--- src/rtl/clip_pkg.sv ---
// shared types and constants of the config line ip parser
package clip_pkg;

    // configuration register indexes
    localparam logic CFG_KEY_TEXT   = 1'b0;
    localparam logic CFG_KEY_LENGTH = 1'b1;

    // result status codes
    localparam logic [1:0] ST_VALID     = 2'd0;
    localparam logic [1:0] ST_MALFORMED = 2'd1;
    localparam logic [1:0] ST_NO_KEY    = 2'd2;

    // characters of interest
    localparam logic [7:0] CH_NUL   = 8'h00;
    localparam logic [7:0] CH_TAB   = 8'h09;
    localparam logic [7:0] CH_LF    = 8'h0A;
    localparam logic [7:0] CH_CR    = 8'h0D;
    localparam logic [7:0] CH_SPACE = 8'h20;
    localparam logic [7:0] CH_DOT   = 8'h2E;
    localparam logic [7:0] CH_ZERO  = 8'h30;
    localparam logic [7:0] CH_NINE  = 8'h39;
    localparam logic [7:0] CH_EQ    = 8'h3D;

    localparam int unsigned KEY_BITS     = 64;
    localparam int unsigned KEY_LEN_BITS = 4;
    localparam int unsigned OCTET_MAX    = 255;

    typedef enum logic [2:0] {
        PH_LINE_WS = 3'd0,
        PH_KEY     = 3'd1,
        PH_SKIP    = 3'd2,
        PH_VALUE   = 3'd3,
        PH_DONE    = 3'd4
    } phase_t;

    // one classified text byte
    typedef struct packed {
        logic [7:0] text_byte;
        logic [3:0] digit;
        logic       is_digit;
        logic       is_dot;
        logic       is_eq;
        logic       is_nul;
        logic       is_lf;
        logic       is_blank;
        logic       is_term;
    } item_t;

endpackage

--- src/rtl/clip_front.sv ---
// front stage: takes text bytes and classifies them into a register
module clip_front (
    input  logic                 aclk,
    input  logic                 aresetn,
    input  logic                 s_tvalid,
    output logic                 s_tready,
    input  logic [7:0]           s_tdata,
    output logic                 item_valid,
    input  logic                 item_ready,
    output clip_pkg::item_t      item
);
    import clip_pkg::*;

    logic  valid_reg;
    logic  valid_next;
    item_t item_reg;
    item_t item_next;
    logic  load;

    assign s_tready = !valid_reg || item_ready;
    assign load     = s_tvalid && s_tready;

    always_comb begin
        item_next.text_byte = s_tdata;
        item_next.digit     = 4'(s_tdata - CH_ZERO);
        item_next.is_digit  = (s_tdata >= CH_ZERO) && (s_tdata <= CH_NINE);
        item_next.is_dot    = (s_tdata == CH_DOT);
        item_next.is_eq     = (s_tdata == CH_EQ);
        item_next.is_nul    = (s_tdata == CH_NUL);
        item_next.is_lf     = (s_tdata == CH_LF);
        item_next.is_blank  = (s_tdata == CH_SPACE) || (s_tdata == CH_TAB);
        item_next.is_term   = (s_tdata == CH_NUL) || (s_tdata == CH_CR) ||
                              (s_tdata == CH_LF) || (s_tdata == CH_SPACE) ||
                              (s_tdata == CH_TAB);
        valid_next = load || (valid_reg && !item_ready);
    end

    always_ff @(posedge aclk) begin
        if (!aresetn) begin
            valid_reg <= 1'b0;
        end else begin
            valid_reg <= valid_next;
        end
    end

    always_ff @(posedge aclk) begin
        if (load) begin
            item_reg <= item_next;
        end
    end

    assign item_valid = valid_reg;
    assign item       = item_reg;

endmodule

--- src/rtl/clip_queue.sv ---
// short queue of classified bytes between front and back
module clip_queue #(
    parameter int unsigned DEPTH = 4
) (
    input  logic                 aclk,
    input  logic                 aresetn,
    input  logic                 push_valid,
    output logic                 push_ready,
    input  clip_pkg::item_t      push_item,
    output logic                 pop_valid,
    input  logic                 pop_ready,
    output clip_pkg::item_t      pop_item
);
    import clip_pkg::*;

    localparam int unsigned PTR_W = (DEPTH > 1) ? $clog2(DEPTH) : 1;
    localparam int unsigned CNT_W = $clog2(DEPTH + 1);

    item_t              store [DEPTH];
    logic [PTR_W-1:0]   wr_ptr_reg;
    logic [PTR_W-1:0]   wr_ptr_next;
    logic [PTR_W-1:0]   rd_ptr_reg;
    logic [PTR_W-1:0]   rd_ptr_next;
    logic [CNT_W-1:0]   count_reg;
    logic [CNT_W-1:0]   count_next;
    logic               do_push;
    logic               do_pop;

    assign push_ready = (count_reg != CNT_W'(DEPTH));
    assign pop_valid  = (count_reg != '0);
    assign do_push    = push_valid && push_ready;
    assign do_pop     = pop_valid && pop_ready;
    assign pop_item   = store[rd_ptr_reg];

    always_comb begin
        wr_ptr_next = wr_ptr_reg;
        rd_ptr_next = rd_ptr_reg;
        if (do_push) begin
            wr_ptr_next = (wr_ptr_reg == PTR_W'(DEPTH - 1)) ? '0 : wr_ptr_reg + PTR_W'(1);
        end
        if (do_pop) begin
            rd_ptr_next = (rd_ptr_reg == PTR_W'(DEPTH - 1)) ? '0 : rd_ptr_reg + PTR_W'(1);
        end
        count_next = count_reg + CNT_W'(do_push) - CNT_W'(do_pop);
    end

    always_ff @(posedge aclk) begin
        if (!aresetn) begin
            wr_ptr_reg <= '0;
            rd_ptr_reg <= '0;
            count_reg  <= '0;
        end else begin
            wr_ptr_reg <= wr_ptr_next;
            rd_ptr_reg <= rd_ptr_next;
            count_reg  <= count_next;
        end
    end

    always_ff @(posedge aclk) begin
        if (do_push) begin
            store[wr_ptr_reg] <= push_item;
        end
    end

endmodule

--- src/rtl/clip_back.sv ---
// back stage: line, key and address state machine with result register
module clip_back #(
    parameter int unsigned MAX_KEY_CHARS = 8
) (
    input  logic                          aclk,
    input  logic                          aresetn,
    input  logic [clip_pkg::KEY_BITS-1:0] key_text,
    input  logic [clip_pkg::KEY_LEN_BITS-1:0] key_length,
    input  logic                          item_valid,
    output logic                          item_ready,
    input  clip_pkg::item_t               item,
    output logic                          res_valid,
    input  logic                          res_ready,
    output logic [1:0]                    res_status,
    output logic [31:0]                   res_address
);
    import clip_pkg::*;

    phase_t      phase_reg, phase_next;
    logic [3:0]  key_pos_reg, key_pos_next;
    logic [7:0]  octet_reg, octet_next;
    logic [1:0]  count_reg, count_next;
    logic        seen_reg, seen_next;
    logic [23:0] upper_reg, upper_next;
    logic        out_valid_reg, out_valid_next;
    logic [1:0]  out_status_reg, out_status_next;
    logic [31:0] out_addr_reg, out_addr_next;

    logic        take;
    logic        emit;
    logic [1:0]  emit_status;
    logic [31:0] emit_addr;
    logic [3:0]  klen;
    logic [3:0]  kpos;
    logic [7:0]  key_char;
    logic [11:0] octet_sum;
    logic        ok;

    assign item_ready = !out_valid_reg || res_ready;
    assign take       = item_valid && item_ready;
    assign klen       = (key_length > 4'(MAX_KEY_CHARS)) ? 4'(MAX_KEY_CHARS) : key_length;
    assign kpos       = (phase_reg == PH_LINE_WS) ? 4'd0 : key_pos_reg;
    assign key_char   = key_text[{kpos[2:0], 3'b000} +: 8];
    assign octet_sum  = {1'b0, octet_reg, 3'b000} + {3'b000, octet_reg, 1'b0} +
                        {8'd0, item.digit};
    assign ok         = item.is_term && seen_reg && (count_reg == 2'd3);

    always_comb begin
        phase_next   = phase_reg;
        key_pos_next = key_pos_reg;
        octet_next   = octet_reg;
        count_next   = count_reg;
        seen_next    = seen_reg;
        upper_next   = upper_reg;
        emit         = 1'b0;
        emit_status  = ST_VALID;
        emit_addr    = '0;

        if (take) begin
            if (phase_reg == PH_VALUE) begin
                if (item.is_digit) begin
                    if (octet_sum > 12'(OCTET_MAX)) begin
                        phase_next  = PH_DONE;
                        emit        = 1'b1;
                        emit_status = ST_MALFORMED;
                    end else begin
                        octet_next = octet_sum[7:0];
                        seen_next  = 1'b1;
                    end
                end else if (item.is_dot) begin
                    if (!seen_reg || count_reg == 2'd3) begin
                        phase_next  = PH_DONE;
                        emit        = 1'b1;
                        emit_status = ST_MALFORMED;
                    end else begin
                        upper_next = {upper_reg[15:0], octet_reg};
                        count_next = count_reg + 2'd1;
                        octet_next = '0;
                        seen_next  = 1'b0;
                    end
                end else begin
                    emit        = 1'b1;
                    emit_status = ok ? ST_VALID : ST_MALFORMED;
                    emit_addr   = ok ? {upper_reg, octet_reg} : 32'd0;
                    if (item.is_nul) begin
                        phase_next   = PH_LINE_WS;
                        key_pos_next = '0;
                        octet_next   = '0;
                        count_next   = '0;
                        seen_next    = 1'b0;
                        upper_next   = '0;
                    end else begin
                        phase_next = PH_DONE;
                    end
                end
            end else if (item.is_nul) begin
                // end of buffer: report a missing key unless a result was already reported
                emit         = (phase_reg != PH_DONE);
                emit_status  = ST_NO_KEY;
                phase_next   = PH_LINE_WS;
                key_pos_next = '0;
                octet_next   = '0;
                count_next   = '0;
                seen_next    = 1'b0;
                upper_next   = '0;
            end else begin
                case (phase_reg)
                    PH_SKIP: begin
                        if (item.is_lf) begin
                            phase_next = PH_LINE_WS;
                        end
                    end
                    PH_LINE_WS, PH_KEY: begin
                        if (phase_reg == PH_LINE_WS && item.is_blank) begin
                            phase_next = PH_LINE_WS;
                        end else if (kpos < klen) begin
                            if (item.text_byte == key_char) begin
                                key_pos_next = kpos + 4'd1;
                                phase_next   = PH_KEY;
                            end else begin
                                key_pos_next = '0;
                                phase_next   = item.is_lf ? PH_LINE_WS : PH_SKIP;
                            end
                        end else if (item.is_eq) begin
                            key_pos_next = kpos;
                            phase_next   = PH_VALUE;
                            octet_next   = '0;
                            count_next   = '0;
                            seen_next    = 1'b0;
                            upper_next   = '0;
                        end else begin
                            key_pos_next = '0;
                            phase_next   = item.is_lf ? PH_LINE_WS : PH_SKIP;
                        end
                    end
                    default: begin
                        phase_next = phase_reg;
                    end
                endcase
            end
        end

        out_valid_next  = emit || (out_valid_reg && !res_ready);
        out_status_next = emit ? emit_status : out_status_reg;
        out_addr_next   = emit ? emit_addr : out_addr_reg;
    end

    always_ff @(posedge aclk) begin
        if (!aresetn) begin
            phase_reg     <= PH_LINE_WS;
            key_pos_reg   <= '0;
            octet_reg     <= '0;
            count_reg     <= '0;
            seen_reg      <= 1'b0;
            upper_reg     <= '0;
            out_valid_reg <= 1'b0;
        end else begin
            phase_reg     <= phase_next;
            key_pos_reg   <= key_pos_next;
            octet_reg     <= octet_next;
            count_reg     <= count_next;
            seen_reg      <= seen_next;
            upper_reg     <= upper_next;
            out_valid_reg <= out_valid_next;
        end
    end

    always_ff @(posedge aclk) begin
        out_status_reg <= out_status_next;
        out_addr_reg   <= out_addr_next;
    end

    assign res_valid   = out_valid_reg;
    assign res_status  = out_status_reg;
    assign res_address = out_addr_reg;

endmodule

--- src/rtl/config_line_ip_parser_core.sv ---
// top level of the config line ip parser: finds key=a.b.c.d in a byte stream
// path: the deciding byte passes the front item register and the queue, then sets the result register on m_tvalid
// throughput: one text byte per cycle, unless a result held by m_tready low stalls the back state machine
// a full result register back-pressures through the four-entry queue to s_tready
// reset: aresetn synchronous active low; clears parser state, queue and key registers
// no clearing pass: bytes are taken from the first cycle after reset
module config_line_ip_parser_core #(
    parameter int unsigned MAX_KEY_CHARS = 8
) (
    input  logic        aclk,
    input  logic        aresetn,
    // configuration write port
    input  logic        cfg_wr_en,
    input  logic        cfg_index,
    input  logic [63:0] cfg_data,
    // text byte stream
    input  logic        s_tvalid,
    output logic        s_tready,
    input  logic [7:0]  s_tdata,     // [7:0] text_byte
    // result stream
    output logic        m_tvalid,
    input  logic        m_tready,
    output logic [39:0] m_tdata      // [1:0] status, [33:2] address, [39:34] zero
);
    import clip_pkg::*;

    // configuration registers
    logic [KEY_BITS-1:0]     key_text_reg;
    logic [KEY_BITS-1:0]     key_text_next;
    logic [KEY_LEN_BITS-1:0] key_length_reg;
    logic [KEY_LEN_BITS-1:0] key_length_next;

    // front to queue
    logic  f_valid;
    logic  f_ready;
    item_t f_item;

    // queue to back
    logic  q_valid;
    logic  q_ready;
    item_t q_item;

    logic [1:0]  res_status;
    logic [31:0] res_address;

    always_comb begin
        key_text_next   = key_text_reg;
        key_length_next = key_length_reg;
        if (cfg_wr_en) begin
            case (cfg_index)
                CFG_KEY_TEXT:   key_text_next   = cfg_data;
                CFG_KEY_LENGTH: key_length_next = cfg_data[KEY_LEN_BITS-1:0];
                default:        key_text_next   = key_text_reg;
            endcase
        end
    end

    always_ff @(posedge aclk) begin
        if (!aresetn) begin
            key_text_reg   <= '0;
            key_length_reg <= '0;
        end else begin
            key_text_reg   <= key_text_next;
            key_length_reg <= key_length_next;
        end
    end

    // front: register and classify each byte
    clip_front u_front (
        .aclk       (aclk),
        .aresetn    (aresetn),
        .s_tvalid   (s_tvalid),
        .s_tready   (s_tready),
        .s_tdata    (s_tdata),
        .item_valid (f_valid),
        .item_ready (f_ready),
        .item       (f_item)
    );

    // decoupling queue so a stalled result does not stall the input at once
    clip_queue #(
        .DEPTH (4)
    ) u_queue (
        .aclk       (aclk),
        .aresetn    (aresetn),
        .push_valid (f_valid),
        .push_ready (f_ready),
        .push_item  (f_item),
        .pop_valid  (q_valid),
        .pop_ready  (q_ready),
        .pop_item   (q_item)
    );

    // back: key match, octet parsing and result register
    clip_back #(
        .MAX_KEY_CHARS (MAX_KEY_CHARS)
    ) u_back (
        .aclk        (aclk),
        .aresetn     (aresetn),
        .key_text    (key_text_reg),
        .key_length  (key_length_reg),
        .item_valid  (q_valid),
        .item_ready  (q_ready),
        .item        (q_item),
        .res_valid   (m_tvalid),
        .res_ready   (m_tready),
        .res_status  (res_status),
        .res_address (res_address)
    );

    assign m_tdata = {6'd0, res_address, res_status};

endmodule

--- config.mk ---
export PLATFORM = sky130hd
export DESIGN_NAME = config_line_ip_parser_core
export DESIGN_NICKNAME = d
export VERILOG_FILES = /design/src/rtl/clip_pkg.sv /design/src/rtl/clip_front.sv /design/src/rtl/clip_queue.sv /design/src/rtl/clip_back.sv /design/src/rtl/config_line_ip_parser_core.sv
export SDC_FILE = /design/constraint.sdc
export NUM_CORES = 1
export LEC_CHECK = 0
export ABC_AREA = 1
export BUFFER_PORTS_ARGS = -buffer_cell sky130_fd_sc_hd__buf_2
export CORE_ASPECT_RATIO = 1.75
export CORE_MARGIN = 4
export CORE_UTILIZATION = 43
export CTS_CLUSTER_DIAMETER = 120
export DETAILED_ROUTE_END_ITERATION = 8
export PLACE_DENSITY = 0.64
export SYNTH_ARGS = -nofsm -noshare
export SYNTH_HDL_FRONTEND = slang
export SYNTH_SLANG_ARGS = --single-unit
--- constraint.sdc ---
create_clock -name aclk -period 11.6 [get_ports aclk]
set_clock_uncertainty 0.15 [all_clocks]
set_input_delay 2.32 -clock aclk [delete_from_list [all_inputs] [get_ports aclk]]
set_output_delay 2.32 -clock aclk [all_outputs]
set_load 0.02 [all_outputs]
==> out/results.md <==
| Step | Quantity | Reported |
| --- | --- | --- |
| critical path | Startpoint class of the critical path | flip-flop |
| critical path | Required time worst endpoint | 11.61 ns |
| detailed routing | DRC | 0 |
| place | Placement Setup Slack | 7.23 ns |
| cts | CTS root buf | clkbuf_16 |
| finish | Area occupied by registers | 5700 µm² |
| cts | CTS H-tree depth | 1 |
| detailed routing | Number of vias in the routed layout | 8,313 |
| timing | Share of the clock period used by the worst path | 37.8% |
| power | Net Sw Frac | 35.4% |
| timing | Hold Fails Final Rpt | 0 |
| finish | Non-Filler Instances | 1,628 |
| detailed routing | DRT iter0 DRCs | 505 |
| timing | Final critical-path setup slack | 7.21 ns |
| min path | Worst min-delay path category | flip-flop to flip-flop |
| synth | Syn Inst Count | 1,226 |
| finish | Non-Filler Cell Area, Final | 11,900 µm² |
| power | Power density cells | 203 nW/µm² |
| synth | Number of warnings printed during yosys synthesis | 0 |
| cts | CTS buffer count | 21 |
| timing | Pin slew with the least headroom to its limit | 1.29 ns |
| finish | Area growth from synthesis to final layout | 12.7% |
| synth | Prevailing post-synth register cell | dfxtp_1 |
| critical path | CP arrival | 4.40 ns |
| place | Final Wtd Congestion | 0.824 |
| finish | Total number of nets in the final design | 1,414 |
| floorplan | Starting Density | 43.7% |
| place | Number of buffers inserted by port buffering | 113 |
| detailed routing | Number of nets still failing antenna checks after routing | 0 |
| floorplan | Width of the die | 126 µm |
| power | Comb pwr share | 29.9% |
| cts | Number of gates resized after CTS | 0 |
| timing | Final Max Tran Viols | 0 |
| power | Static Leakage | 4.84 nW |
| power | Sw Pwr | 0.854 mW |
| synth | Synthesized flop and latch total | 230 |
| cts | Post CTS Setup Buffer Count | 0 |
| floorplan | I/O pin total | 120 |
| global routing | Initial antenna violation count | 0 |
| finish | Share of the core filled with cells in the final layout | 49.3% |
| power | Internal Dissipation | 1.56 mW |
| status | Outcome | finished, final reports clean |
| global routing | Global-route wire length before repair | 39.5 mm |
| place | Post-detailed-placement half-perimeter wirelength | 16.8 mm |
| timing | Total setup violations reported at the end of the flow | 0 |
| floorplan | Die area | 27,200 µm² |
| global routing | Via count of the first global-routing pass | 8,192 |
| floorplan | Placeable core region | 24,100 µm² |
| finish | Flip-flop count of the largest register after layout | 64 |
| floorplan | Core Rows | 75 |
| power | Part of the total power dissipated in the clock network | 28.3% |
| synth | Distinct cell type count of the synthesized netlist | 44 |
| global routing | GRT overflow | 0 |
| timing | Unrepaired setup endpoints after global routing | no |
| detailed routing | Number of detailed-routing iterations run before antenna repair | 5 |
| critical path | Endpoint kind of the worst setup timing path | flip-flop |
| detailed routing | Total wirelength of the detailed-routed design | 24.4 mm |
| cts | Sinks on Clock Net | 230 |
| cts | Number of buffers on the longest clock path | 3 |
| timing | Fmax | 0.228 GHz |
| job | Maxcap violations | 0 |
| global routing | Maximum number of pins on one net before global-route repair | 77 |
| power | Share of power burned in registers | 41.8% |
| finish | Area taken by multi-input logic gates | 4030 µm² |
| cts | Register clock-pin slew on the reported worst setup and hold paths | 0.06 ns |
| cts | Number of hold buffers added after CTS | 0 |
| synth | Mean post-synth cell area | 8.61 µm² |
| timing | Worst slew slack as a fraction of its limit | 13.4% |
| detailed routing | Via density per instance | 5.11 |
| cts | Clock latency on the worst-skew pair | 0.51 ns |
| power | Maximum resistive drop on vdd | 121 µV |
| floorplan | Die Ht | 215 µm |
| cts | CTS tree | yes |
| timing | Minimum clock period after layout | 4.39 ns |
| synth | Netlist Area Pre-Place | 10,600 µm² |
| detailed routing | Post-detailed-route wirelength per cell | 15.0 µm |
| timing | Total negative slack | 0 ns |
| finish | Fill cell total of the finished layout | 2,307 |
| finish | Fraction of final layout cells with drive strength greater than 1 | 13.9% |
| place | Post-Place Cell Area | 11,200 µm² |
| place | Number of cells in the design after placement | 1,591 |
| finish | Antenna diode count | 0 |
| synth | Part of the Yosys area used for sequential elements | 54.0% |
| synth | Share of async-settable or async-resettable flops after synthesis | 0% |
| synth | Number of synthesized flops with an enable pin | 109 |
| global routing | GRT Total Usage | 17.6% |
| critical path | Kind of critical path | flip-flop to flip-flop |
| critical path | Peak fanout along the critical path | 35 |
layout by cell type, fill, tap and decap left out, types with 7 or more instances in the layout:
cell type  netlist  layout
a21oi_1         89      89
a32oi_1          7       7
buf_2           15     113
buf_4           10       9
clkbuf_1        36       8
clkbuf_16        0      21
dfxtp_1        121     121
edfxtp_1       109     109
ha_1            27      27
inv_1          116     116
inv_2           11      11
nand2_1        239     239
nand3_1         95      95
nand3b_1        12      12
nand4_1         36      36
nor2_1         150     145
nor2_2           2       7
nor3_1          10      10
o21ai_0         86      86
metal layers:
metal / vias up / GRT usage [%] / part of all wire [%]
met5: - / 0 / 0
met4: 0 / 8.55 / 4.4
met3: 60 / 1.76 / 3.9
met2: 197 / 33.4 / 53
met1: 3827 / 19.0 / 39
li1: 4229 / - / -
kinds of logic after synthesis:
| family | Yosys count | synth area share (%) |
|---|---|---|
| xor+xnor | 6 | 0.498 |
| compound gates | 196 | 9.91 |
| fa+ha+maj | 30 | 3.77 |
| other cells | 1 | 0.0355 |
| flops | 230 | 54.0 |
| buf+inv | 198 | 8.08 |
| simple gates | 565 | 23.7 |
per-stage QoR:
stage	power, mW	hold WS (ns)
after global routing	2.56	0.328
after detailed placement	1.76	0.295
after CTS	2.44	0.304
final	2.42	0.303
after floorplan	1.58	0.280
after global placement	1.74	0.292
worst paths after layout:
kind / end / slack [ns] / startpoint / depth (start not counted)
max: u_back.res_address[8]$_SDFFCE_PP0P_ / 7.21 / flip-flop / 20
min: key_text_reg[11]$_SDFFE_PN0P_ / 0.30 / key_text_reg[11]$_SDFFE_PN0P_ / 2
max reg2reg: u_back.res_address[8]$_SDFFCE_PP0P_ / 7.21 / flip-flop / 20
min reg2reg: key_text_reg[11]$_SDFFE_PN0P_ / 0.30 / key_text_reg[11]$_SDFFE_PN0P_ / 2
worst max-delay path, stage by stage, from the launching register on:
cell	delay, ns
dfxtp_1	0.30
buf_4	0.23
inv_2	0.41
nand2_1	0.09
a32oi_1	0.58
ha_1	0.25
ha_1	0.16
inv_1	0.05
fa_1	0.40
inv_1	0.07
nand2_1	0.05
a21oi_1	0.20
o211ai_1	0.12
nand2_1	0.07
nand2_1	0.04
nand3_1	0.11
nand2_1	0.08
o21ai_0	0.11
nand2_1	0.09
nand2_1	0.07
buf_4	0.37
power by group through the flow:
stage / Clock [mW] / Combinational [mW] / Sequential (mW)
CTS: 0.701 / 0.731 / 1.01
global placement: 0 / 0.717 / 1.03
floorplan: 0 / 0.491 / 1.09
global route: 0.730 / 0.808 / 1.02
finish: 0.684 / 0.722 / 1.01
detailed placement: 0 / 0.728 / 1.03
cell type report:
class | instances | area share, %
sequential | 230 | 47.9
multi-input combinational | 803 | 33.9
clock buffer | 31 | 4.90
timing repair buffer | 122 | 5.32
inverter | 128 | 4.04
clock inverter | 6 | 0.684
tap | 308 | 3.24
cell usage after synthesis (7+ instances only):
| cell type | number | area [µm²] |
|---|---|---|
| a21oi_1 | 89 | 445 |
| nand4_1 | 36 | 225 |
| clkbuf_1 | 36 | 135 |
| nor2_1 | 150 | 563 |
| buf_6 | 7 | 78.8 |
| nand3_1 | 95 | 475 |
| buf_2 | 15 | 75.1 |
| o21ai_0 | 86 | 430 |
| nand3b_1 | 12 | 90.1 |
| a32oi_1 | 7 | 61.3 |
| ha_1 | 27 | 338 |
| edfxtp_1 | 109 | 3270 |
| buf_4 | 10 | 75.1 |
| inv_1 | 116 | 435 |
| dfxtp_1 | 121 | 2420 |
| inv_2 | 11 | 41.3 |
| nor3_1 | 10 | 50.1 |
| nand2_1 | 239 | 897 |
Power figures use the tool's default switching activity.
